**config.mk**
```make
export PLATFORM = sky130hd
export DESIGN_NAME = gvdc_ram
export DESIGN_NICKNAME = d
export VERILOG_FILES = /design/src/rtl/core/group_value_delta_cache_top_assert.svh /design/src/rtl/core/gvdc_ram.sv
export SDC_FILE = /design/constraint.sdc
export NUM_CORES = 1
export LEC_CHECK = 0
export BUFFER_PORTS_ARGS = -buffer_cell sky130_fd_sc_hd__clkbuf_2
export CORE_MARGIN = 2
export CORE_UTILIZATION = 65
export DETAILED_ROUTE_END_ITERATION = 8
export PLACE_DENSITY = 0.89
export REMOVE_ABC_BUFFERS = 1
export SYNTH_ARGS = -nofsm -noshare
export SYNTH_HDL_FRONTEND = slang
export SYNTH_SLANG_ARGS = --single-unit
```
**constraint.sdc**
```tcl
create_clock -name clk -period 4 [get_ports clk]
set_input_delay 0.4 -clock clk [delete_from_list [all_inputs] [get_ports clk]]
set_output_delay 0.4 -clock clk [all_outputs]
set_load 0.02 [all_outputs]
```
**src/rtl/core/group_value_delta_cache_top_assert.svh**
```systemverilog
// assertion macros used by the cache top module
`ifndef GROUP_VALUE_DELTA_CACHE_TOP_ASSERT_SVH
`define GROUP_VALUE_DELTA_CACHE_TOP_ASSERT_SVH

// consequent checked in the same cycle as the antecedent
`define GVDC_ASSERT_NOW(label, clk, rst_n, ante, cons) \
	label: assert property (@(posedge clk) disable iff (!rst_n) (ante) |-> (cons)) \
		else $error("cache assertion failed (same cycle)");

// consequent checked in the cycle after the antecedent
`define GVDC_ASSERT_NEXT(label, clk, rst_n, ante, cons) \
	label: assert property (@(posedge clk) disable iff (!rst_n) (ante) |=> (cons)) \
		else $error("cache assertion failed (next cycle)");

`endif

```
**src/rtl/core/gvdc_ram.sv**
```systemverilog
// generic simple dual port ram with registered read
module gvdc_ram #(
	parameter int unsigned WIDTH = 8,
	parameter int unsigned DEPTH = 16
) (
	input  logic                     clk,
	input  logic                     we,
	input  logic [$clog2(DEPTH)-1:0] waddr,
	input  logic [WIDTH-1:0]         wdata,
	input  logic                     re,
	input  logic [$clog2(DEPTH)-1:0] raddr,
	output logic [WIDTH-1:0]         rdata
);

	logic [WIDTH-1:0] mem_q [DEPTH];

	always_ff @(posedge clk) begin
		if (we) begin
			mem_q[waddr] <= wdata;
		end
		if (re) begin
			rdata <= mem_q[raddr];
		end
	end

endmodule

```
==> impl_results.md <==
- DP HPWL: 5.90 mm
- Final WS setup: 1.95 ns
- Clock slew at reported path FFs: 0.06 ns
- Initial Utilization: 0.673
- WL final: 9.83 mm
- R2R setup slack: 2.45 ns
- Clk root buf: clkbuf_8
- DR iter-0 viols: 272
- Unique cell type count in the Yosys netlist: 18
- Cell Pwr Density: 521 nW/µm²
- Hold buffer count at CTS: 0
- Top-level port count: 27
- Setup WS pre-CTS: 1.43 ns
- Maximum clock rate: 0.489 GHz
- Clock period minus worst slack: 2.05 ns
- Max Cap Viol: 0
- Hold endpoint: rdata[1]
- Placed cell count: 352
- Seq cells post-synth: 136
- DIE HEIGHT: 93.7 µm
- Post-synthesis adder-cell area fraction: 0
- Critical-path top delay cell: clkbuf_2
- Crit path DAT: 2.30 ns
- Unrepaired setup endpoints after global routing: no
- Status: finished clean
- CP endpoint kind: flop
- Hold_sp: re
- Die X-Extent: 93.7 µm
- Share of post-route cells with drive strength above 1: 0.267
- Startpoint types: primary input
- Simple-Gate Fraction of Synth Area: 0.0314
- Avg Cell Area, Syn: 22.8 µm²
- Post-cts sizing count: 0
- HP Class: primary input to flop
- Mapped cell area: 5230 µm²
- Initial antenna violation count: 0
- 1st-pass router iterations: 4
- VDD IR max: 420 µV
- Placer Congestion: 0.772
- Routed vias: 2446
- Dpl cell area: 5440 µm²
- Core Region: 7770 µm²
- Final hold vios: 0
- Slew Limit Fails: 0
- Filler instances: 428
- Path depth of the worst reg2reg path: 3
- Final setup viols: 0
- TritonCTS sink count: 136
- Post-Syn Instances: 229
- Drt drc: 0
- Drt via density: 6.39
- Multi-input logic area: 1060 µm²
- Htree depth: 4
- Leading cell types in the layout, fill and taps excluded: edfxtp_1 (136), clkbuf_2 (26), mux4_2 (18)
- Most common cell after layout, fill and taps aside: edfxtp_1
- Post-synthesis mux area share: 0.148
- Worst slew pin tran: 0.938 ns
- Vias in the first global route: 2499
- Die area: 8780 µm²
- Worst path max stage delay: 0.63 ns
- Clk_skew: 0.0101 ns
- Crit-path cells: clkbuf_2 > buf_4 > mux4_1 > a22oi_1 > nand2_1
- Remaining global-route overflow: 0
- Ys Warns: 0
- Final non-filler cell total: 383
- Largest net degree at the start of global routing: 33
- Largest family of logic cells by synthesized area: multiplexers
- Register area share after synthesis: 0.781
- Final net count: 288
- Hold path depth: 1
- Global-route wire length before repair: 14.9 mm
- LEAKAGE: 1.99 nW
- Antenna Cells: 0
- Final ANT Viol Nets: 0
- Synth-to-Final Area Change: 13.7%
- Overall Power: 3.10 mW
- Register Area: 4080 µm²
- Crit path max fanout: 24
- Rows: 32
- Per-cell routed wire length: 25.7 µm
- Post-Synth XOR/XNOR Area: 0
- Fin crit share: 0.511
- WP data required: 4.25 ns
- Final Cell Area: 5940 µm²
- Total GRT Usage: 0.254
- Compound-cell area share of the yosys netlist: 0.0230
- Port Buf Inserts: 26
- Crit path from: raddr[0]
- Clock Path Buffers: 2
- FF-to-FF End: rdata[0]
- WS Path Type: primary input to flop
- CTS tree: built
- CTS buffer count: 17
- Worst relative slew slack: 0.372
- Latest clock arrival within the worst-skew pair: 0.51 ns
- Postcts setup bufs: 0
- Final TNS setup: 0 ns
- Reg2reg start: mem_q[6][0]
per-stage QoR:
step | hold slack, ns | utilization
after detailed placement | 0.744 | 0.700
after CTS | 0.279 | 0.765
after floorplan | 0.499 | -
final | 0.287 | 0.765
after global routing | 0.277 | 0.765
after global placement | 0.723 | 0.700
critical path: cells and delay by family:
| family | cells | cell delay (ns) |
|---|---|---|
| AO/OA/AOI/OAI | 1 | 0.24 |
| AND/OR/NAND/NOR | 1 | 0.09 |
| buffers and inverters | 2 | 0.99 |
| multiplexers | 1 | 0.58 |
kinds of logic (layout without fill, tap and decap cells):
kind of cell	Yosys count	in the layout
compound gates	16	16
buf+inv	10	62
flops	136	136
mux	32	32
simple gates	35	35
routing by layer:
layer	GRT usage	up-vias	wire, µm
li1	-	1068	-
met1	0.363	1255	3830
met2	0.395	113	5220
met3	0.0706	10	728
met4	0.0785	0	63
met5	0	-	0
cells in the mapped netlist, drive strengths merged:
| cell type | instances | share of area |
|---|---|---|
| and2 | 1 | 0.0012 |
| nand2 | 9 | 0.0065 |
| nand3b | 2 | 0.0029 |
| nor3 | 4 | 0.0038 |
| or3b | 1 | 0.0017 |
| a22oi | 16 | 0.023 |
| edfxtp | 136 | 0.78 |
| mux4 | 32 | 0.15 |
| nand2b | 2 | 0.0024 |
| nor2 | 13 | 0.0093 |
| nand3 | 1 | 0.00096 |
| clkdlybuf4s25 | 3 | 0.0057 |
| nor2b | 1 | 0.0012 |
| buf | 7 | 0.011 |
| and2b | 1 | 0.0014 |
cell type report:
class,instances,share of cell area
clock buffer,19,0.0709
clock inverter,12,0.0145
multi-input combinational,83,0.178
sequential,136,0.687
tap,102,0.0215
timing repair buffer,31,0.0282
state kept, by name (all words and copies together) (netlist names):
name,cells
mem_q,128
rdata,8
power by group:
part           internal, mW  switching [mW]  total [mW]
Combinational        0.0566          0.0898       0.146
Clock                 0.804           0.532        1.34
Sequential             1.61         0.00902        1.62
Total                  2.47           0.630        3.10
worst max path at each step:
| stage | end | slack (ns) | cells past startpoint |
|---|---|---|---|
| 2_1_floorplan | mem_q[0][0] | 2.11 | 2 |
| 3_3_place_gp | rdata[1] | 1.48 | 5 |
| 3_5_place_dp | rdata[5] | 1.43 | 5 |
| 4_1_cts | rdata[1] | 1.91 | 5 |
| 5_1_grt | rdata[1] | 1.83 | 5 |
| 6_report | rdata[1] | 1.95 | 5 |
(Power assumes the default switching activity.)
