--- config.mk ---
export PLATFORM = sky130hd
export DESIGN_NAME = gvdc_resolve
export DESIGN_NICKNAME = d
export VERILOG_FILES = /design/src/rtl/core/group_value_delta_cache_top_assert.svh /design/src/rtl/core/gvdc_pkg.sv /design/src/rtl/core/gvdc_resolve.sv
export SDC_FILE = /design/constraint.sdc
export NUM_CORES = 1
export LEC_CHECK = 0
export BUFFER_PORTS_ARGS = -buffer_cell sky130_fd_sc_hd__buf_4
export CAP_MARGIN = 20
export CORE_AREA = 8 8 204 206
export DETAILED_ROUTE_END_ITERATION = 7
export DIE_AREA = 0 0 212 214
export GPL_TIMING_DRIVEN = 0
export SETUP_SLACK_MARGIN = 0.2
export SLEW_MARGIN = 20
export SYNTH_ARGS = -nofsm -noshare
export SYNTH_HDL_FRONTEND = slang
export SYNTH_SLANG_ARGS = --single-unit
--- constraint.sdc ---
create_clock -name vclk -period 15.9
set_clock_uncertainty 0.2 [all_clocks]
set_input_delay 1.59 -clock vclk [all_inputs]
set_output_delay 1.59 -clock vclk [all_outputs]
set_load 0.01 [all_outputs]
--- src/rtl/core/group_value_delta_cache_top_assert.svh ---
// assertion macros used by the cache top module
`ifndef GROUP_VALUE_DELTA_CACHE_TOP_ASSERT_SVH
`define GROUP_VALUE_DELTA_CACHE_TOP_ASSERT_SVH

// consequent checked in the same cycle as the antecedent
`define GVDC_ASSERT_NOW(label, clk, rst_n, ante, cons) \
	label: assert property (@(posedge clk) disable iff (!rst_n) (ante) |-> (cons)) \
		else $error("cache assertion failed (same cycle)");

// consequent checked in the cycle after the antecedent
`define GVDC_ASSERT_NEXT(label, clk, rst_n, ante, cons) \
	label: assert property (@(posedge clk) disable iff (!rst_n) (ante) |=> (cons)) \
		else $error("cache assertion failed (next cycle)");

`endif

--- src/rtl/core/gvdc_pkg.sv ---
// types, constants and codes shared by the group value delta cache
package gvdc_pkg;

	localparam int unsigned POSITION_MODULUS = 100000;
	localparam int unsigned ADDR_BITS        = 16;
	localparam int unsigned MAX_VALUE_BYTES  = 8;

	localparam int unsigned TABLE_DEPTH   = 1 << ADDR_BITS;
	localparam int unsigned POS_W         = $clog2(POSITION_MODULUS);
	localparam int unsigned HALF_MODULUS  = POSITION_MODULUS / 2;
	localparam int unsigned VALUE_W       = 64;
	localparam int unsigned LEN_W         = 4;
	localparam int unsigned POS_FIELD_W   = 17;

	typedef logic [POS_W-1:0]     pos_t;
	typedef logic [ADDR_BITS-1:0] addr_t;

	typedef enum logic [1:0] {
		REQ_PUSH  = 2'd0,
		REQ_GET   = 2'd1,
		REQ_DELTA = 2'd2,
		REQ_CLEAR = 2'd3
	} req_kind_t;

	typedef enum logic [1:0] {
		ST_SWEEP   = 2'd0,
		ST_IDLE    = 2'd1,
		ST_RESOLVE = 2'd2
	} state_t;

	typedef struct packed {
		req_kind_t                 req_type;
		logic [15:0]               group_addr;
		logic [VALUE_W-1:0]        value;
		logic [LEN_W-1:0]          value_len;
		logic [31:0]               now_sec;
		logic signed [31:0]        max_age;
		logic [POS_FIELD_W-1:0]    seen_pos;
	} req_t;

	typedef struct packed {
		logic                      hit;
		logic [VALUE_W-1:0]        read_value;
		logic [LEN_W-1:0]          read_len;
		logic [POS_FIELD_W-1:0]    position;
	} rsp_t;

	// one table entry as held in the memory
	typedef struct packed {
		logic               valid;
		logic [VALUE_W-1:0] value;
		logic [LEN_W-1:0]   length;
		logic [31:0]        stamp;
		pos_t               pos;
	} entry_t;

	// request after the issue stage
	typedef struct packed {
		req_kind_t          kind;
		addr_t              addr;
		logic [VALUE_W-1:0] value;
		logic [LEN_W-1:0]   len;
		logic [31:0]        now_sec;
		logic [31:0]        max_age;
		logic               new_client;
		pos_t               since_red;
		pos_t               gap;
		logic               refresh;
	} stage_t;

	// resolve unit decisions back to the controller
	typedef struct packed {
		logic   wr_en;
		entry_t wr_entry;
		pos_t   next_pos;
		rsp_t   rsp;
	} resolve_t;

endpackage

--- src/rtl/core/gvdc_resolve.sv ---
// hit evaluation, entry update and position advance for one request
module gvdc_resolve (
	input  gvdc_pkg::stage_t   req,
	input  gvdc_pkg::entry_t   entry,
	input  gvdc_pkg::pos_t     cur_pos,
	output gvdc_pkg::resolve_t res
);
	import gvdc_pkg::*;

	logic        age_ok;
	logic [31:0] age_diff;
	logic [31:0] e_w;
	pos_t        e_dist;
	logic        delta_ok;
	logic        hit;
	logic [31:0] pos_w;

	always_comb begin
		age_diff = req.now_sec - entry.stamp;
		// negative max age turns the age filter off
		age_ok = req.max_age[31] || (age_diff < req.max_age);

		if (entry.pos >= req.since_red) begin
			e_w = 32'(entry.pos) - 32'(req.since_red);
		end else begin
			e_w = 32'(entry.pos) + 32'(POSITION_MODULUS) - 32'(req.since_red);
		end
		e_dist = e_w[POS_W-1:0];
		delta_ok = req.refresh ||
			((e_dist <= req.gap) && !(req.new_client && (e_dist == '0)));

		case (req.kind)
			REQ_GET:   hit = entry.valid && age_ok;
			REQ_DELTA: hit = entry.valid && age_ok && delta_ok;
			default:   hit = 1'b0;
		endcase

		case (req.kind)
			REQ_PUSH:  res.next_pos = (32'(cur_pos) == 32'(POSITION_MODULUS - 1)) ?
				'0 : cur_pos + 1'b1;
			REQ_CLEAR: res.next_pos = '0;
			default:   res.next_pos = cur_pos;
		endcase

		res.wr_en          = (req.kind == REQ_PUSH);
		res.wr_entry.valid  = 1'b1;
		res.wr_entry.value  = req.value;
		res.wr_entry.length = req.len;
		res.wr_entry.stamp  = req.now_sec;
		res.wr_entry.pos    = cur_pos;

		pos_w = 32'(res.next_pos);
		res.rsp.hit        = hit;
		res.rsp.read_value = hit ? entry.value : '0;
		res.rsp.read_len   = hit ? entry.length : '0;
		res.rsp.position   = pos_w[POS_FIELD_W-1:0];
	end

endmodule

==> metrics.md <==
| Metric | Value |
|---|---|
| Status | complete, no violations |
| Cell area after synthesis | 0.007192 mm² |
| Setup crit start kind | input port |
| Complex-gate fraction of the synthesized area | 22.22% |
| Routed Antenna Nets | 0 |
| GRT Total Usage | 13.13% |
| Area leader, netlist | ha_1 |
| Worst Setup SP | req[19] |
| Routed WL | 32.27 mm |
| Largest net degree at the start of global routing | 11 |
| Setup bufs post-CTS | 0 |
| Post_cts resized | 0 |
| Max-Cap Viols | 0 |
| WS Path Type | input port to output port |
| # nets final | 1,943 |
| Post-route setup TNS | 0 ns |
| PwrDens | 38.38 mW/mm² |
| Worst min-delay path class | input port to output port |
| Area share of and/or/nand/nor cells after synthesis | 22.79% |
| DR pass1 iterations | 5 |
| Multiplexer area fraction after synthesis | 0.8699% |
| Vias per std cell | 4.251 |
| Initial core utilization | 18.78% |
| Initial DRC Count | 299 |
| Avg Cell Area, Syn | 6.989 µm² |
| CTS Hold Bufs | 0 |
| Post-Synthesis Cells | 1,029 |
| Average wire per cell in the routed design | 16.10 µm |
| Setup-failing EPs final | 0 |
| Diodes inserted | 0 |
| # fillers | 4,156 |
| Grt ovf | 0 |
| Hold wc startpoint | req[118] |
| Fin crit period | 9.384 ns |
| Area grow syn2layout | 56.82% |
| RSZ-0062 raised after global routing | false |
| Ports | 543 |
| Vias after detailed routing | 8,524 |
| Critical Path Sink Type | output port |
| Detailed-route DRC error count | 0 |
| I/O Buffers | 458 |
| Vias in the first global route | 9,118 |
| Peak supply drop | 16.35 µV |
| Fin. Hold Viols | 0 |
| Post-synth top cells | 139 x inv_1, 138 x buf_4, 120 x ha_1 |
| Post-synth cell types | 73 |
| Global-route wire length before repair | 48.93 mm |
| RD Place Congestion | 0.8823 |
| Seq Cell Count | 0 |
| Post-detail-place hpwl | 29.69 mm |
| Critical path required time | 14.11 ns |
| Synth top area share | 20.88% |
| Slew margin rel. | 31.24% |
| Synth Area in Adders | 24.50% |
| Leakage | 0.006070 µW |
| Largest family of logic cells by synthesized area | adder cells |
| Hold EP | res[170] |
| Layout cells sized above 1 | 42.57% |
| Fmax | 0.1066 GHz |
| CP max FO | 10 |
| Die H | 214 µm |
| Initial antenna violation count | 1 |
| Syn. warnings | 0 |
| Register area | 0 µm² |
| Core area | 0.03829 mm² |
| Cell Rows | 72 |
| Register area share after synthesis | 0% |
| Clk_buf instances | 0 |
| Synth area leaders | ha_1 21%, buf_4 14%, inv_1 7.3% |
| Die area | 0.04537 mm² |
| Cell with the most instances after synthesis | inv_1 |
| Xor-xnor portion of the synthesized cell area | 6.454% |
| Die X | 212 µm |
| Synthesized Nets | 1,483 |
| Post-layout util | 29.46% |
| WP data arrival | 7.59 ns |
| Fin. max-slew vios | 0 |
| Worst slew pin tran | 1.018 ns |
| Hold path depth | 2 |
| Period utilisation layout | 59.02% |
==> cell usage in the layout, fill, tap and decap left out, drive strengths merged, types with 6 or more instances in the layout <==
cell type | synthesis | final
xor2 | 17 | 17
buf | 144 | 602
a21o | 25 | 25
fa | 13 | 13
and2 | 70 | 70
a31oi | 6 | 6
o21ai | 52 | 52
nand2 | 54 | 54
nor2b | 19 | 19
and3 | 7 | 7
clkbuf | 15 | 15
nand4 | 11 | 11
nand2b | 10 | 10
o21a | 13 | 13
a21oi | 58 | 58
inv | 139 | 139
ha | 120 | 120
xnor2 | 36 | 36
o31ai | 11 | 11
o211ai | 10 | 10
a211oi | 14 | 14
nor2 | 58 | 58
nand3 | 24 | 24
nor3 | 14 | 14
==> cells by family (layout without fill, tap and decap cells) <==
kind of cell,after synthesis,count (layout)
XOR/XNOR,53,53
other,1,1
AND/OR/NAND/NOR,302,302
buffers and inverters,298,756
multiplexers,6,6
adder cells (fa/ha/maj),133,133
AO/OA/AOI/OAI,236,236
==> layout make-up <==
type	count	area (µm²)	area share, %
multi-input cells	731	5529	49.02
well taps	518	648.1	5.747
inverters	139	521.8	4.626
plain buffers	159	1141	10.12
repair buffers	458	3438	30.49
==> worst max-delay path: stages <==
cell	delay [ns]
buf_4	0.11
inv_1	0.11
ha_1	0.20
inv_1	0.09
fa_1	0.44
nor2b_1	0.20
a211oi_1	0.46
a211oi_2	0.18
o21ai_1	0.27
buf_2	0.29
clkbuf_1	0.37
o21ai_0	0.22
ha_1	0.33
a21oi_1	0.15
nor2b_1	0.06
o21ai_0	0.15
o211ai_1	0.12
a221oi_1	0.44
o21ai_0	0.15
a2111oi_0	0.47
o21a_2	0.38
clkbuf_1	0.40
and2_1	0.26
buf_4	0.15
==> stage by stage <==
step	hold slack (ns)	power [µW]	setup slack [ns]	instances	instance area [µm²]
after global placement	3.159	426.2	6.520	2005	11280
final	3.157	432.8	6.516	2005	11280
after global routing	3.161	482.1	5.947	2005	11280
after detailed placement	3.159	435.2	6.430	2005	11280
after floorplan	3.072	265.6	8.248	1029	7192
after CTS	3.159	437.9	6.417	2005	11280
==> report_power, final <==
part	switching [µW]	total, µW	internal [µW]
Combinational	216	433	217
Clock	0	0	0
Sequential	0	0	0
==> how the worst max path moves through the flow <==
stage,to,slack [ns]
after detailed placement,res[49],6.43
after CTS,res[49],6.42
after global placement,res[49],6.52
after floorplan,res[17],8.25
final,res[49],6.52
after global routing,res[49],5.95
==> layer usage <==
layer | GRT usage, % | share of wire [%] | routed length (µm)
met2 | 24.57 | 50 | 16250
met4 | 1.645 | 1.2 | 384
met5 | 0 | 0.040 | 13
met1 | 15.09 | 41 | 13100
met3 | 3.259 | 7.8 | 2523
Note: power is estimated with default switching activity, not from simulation.
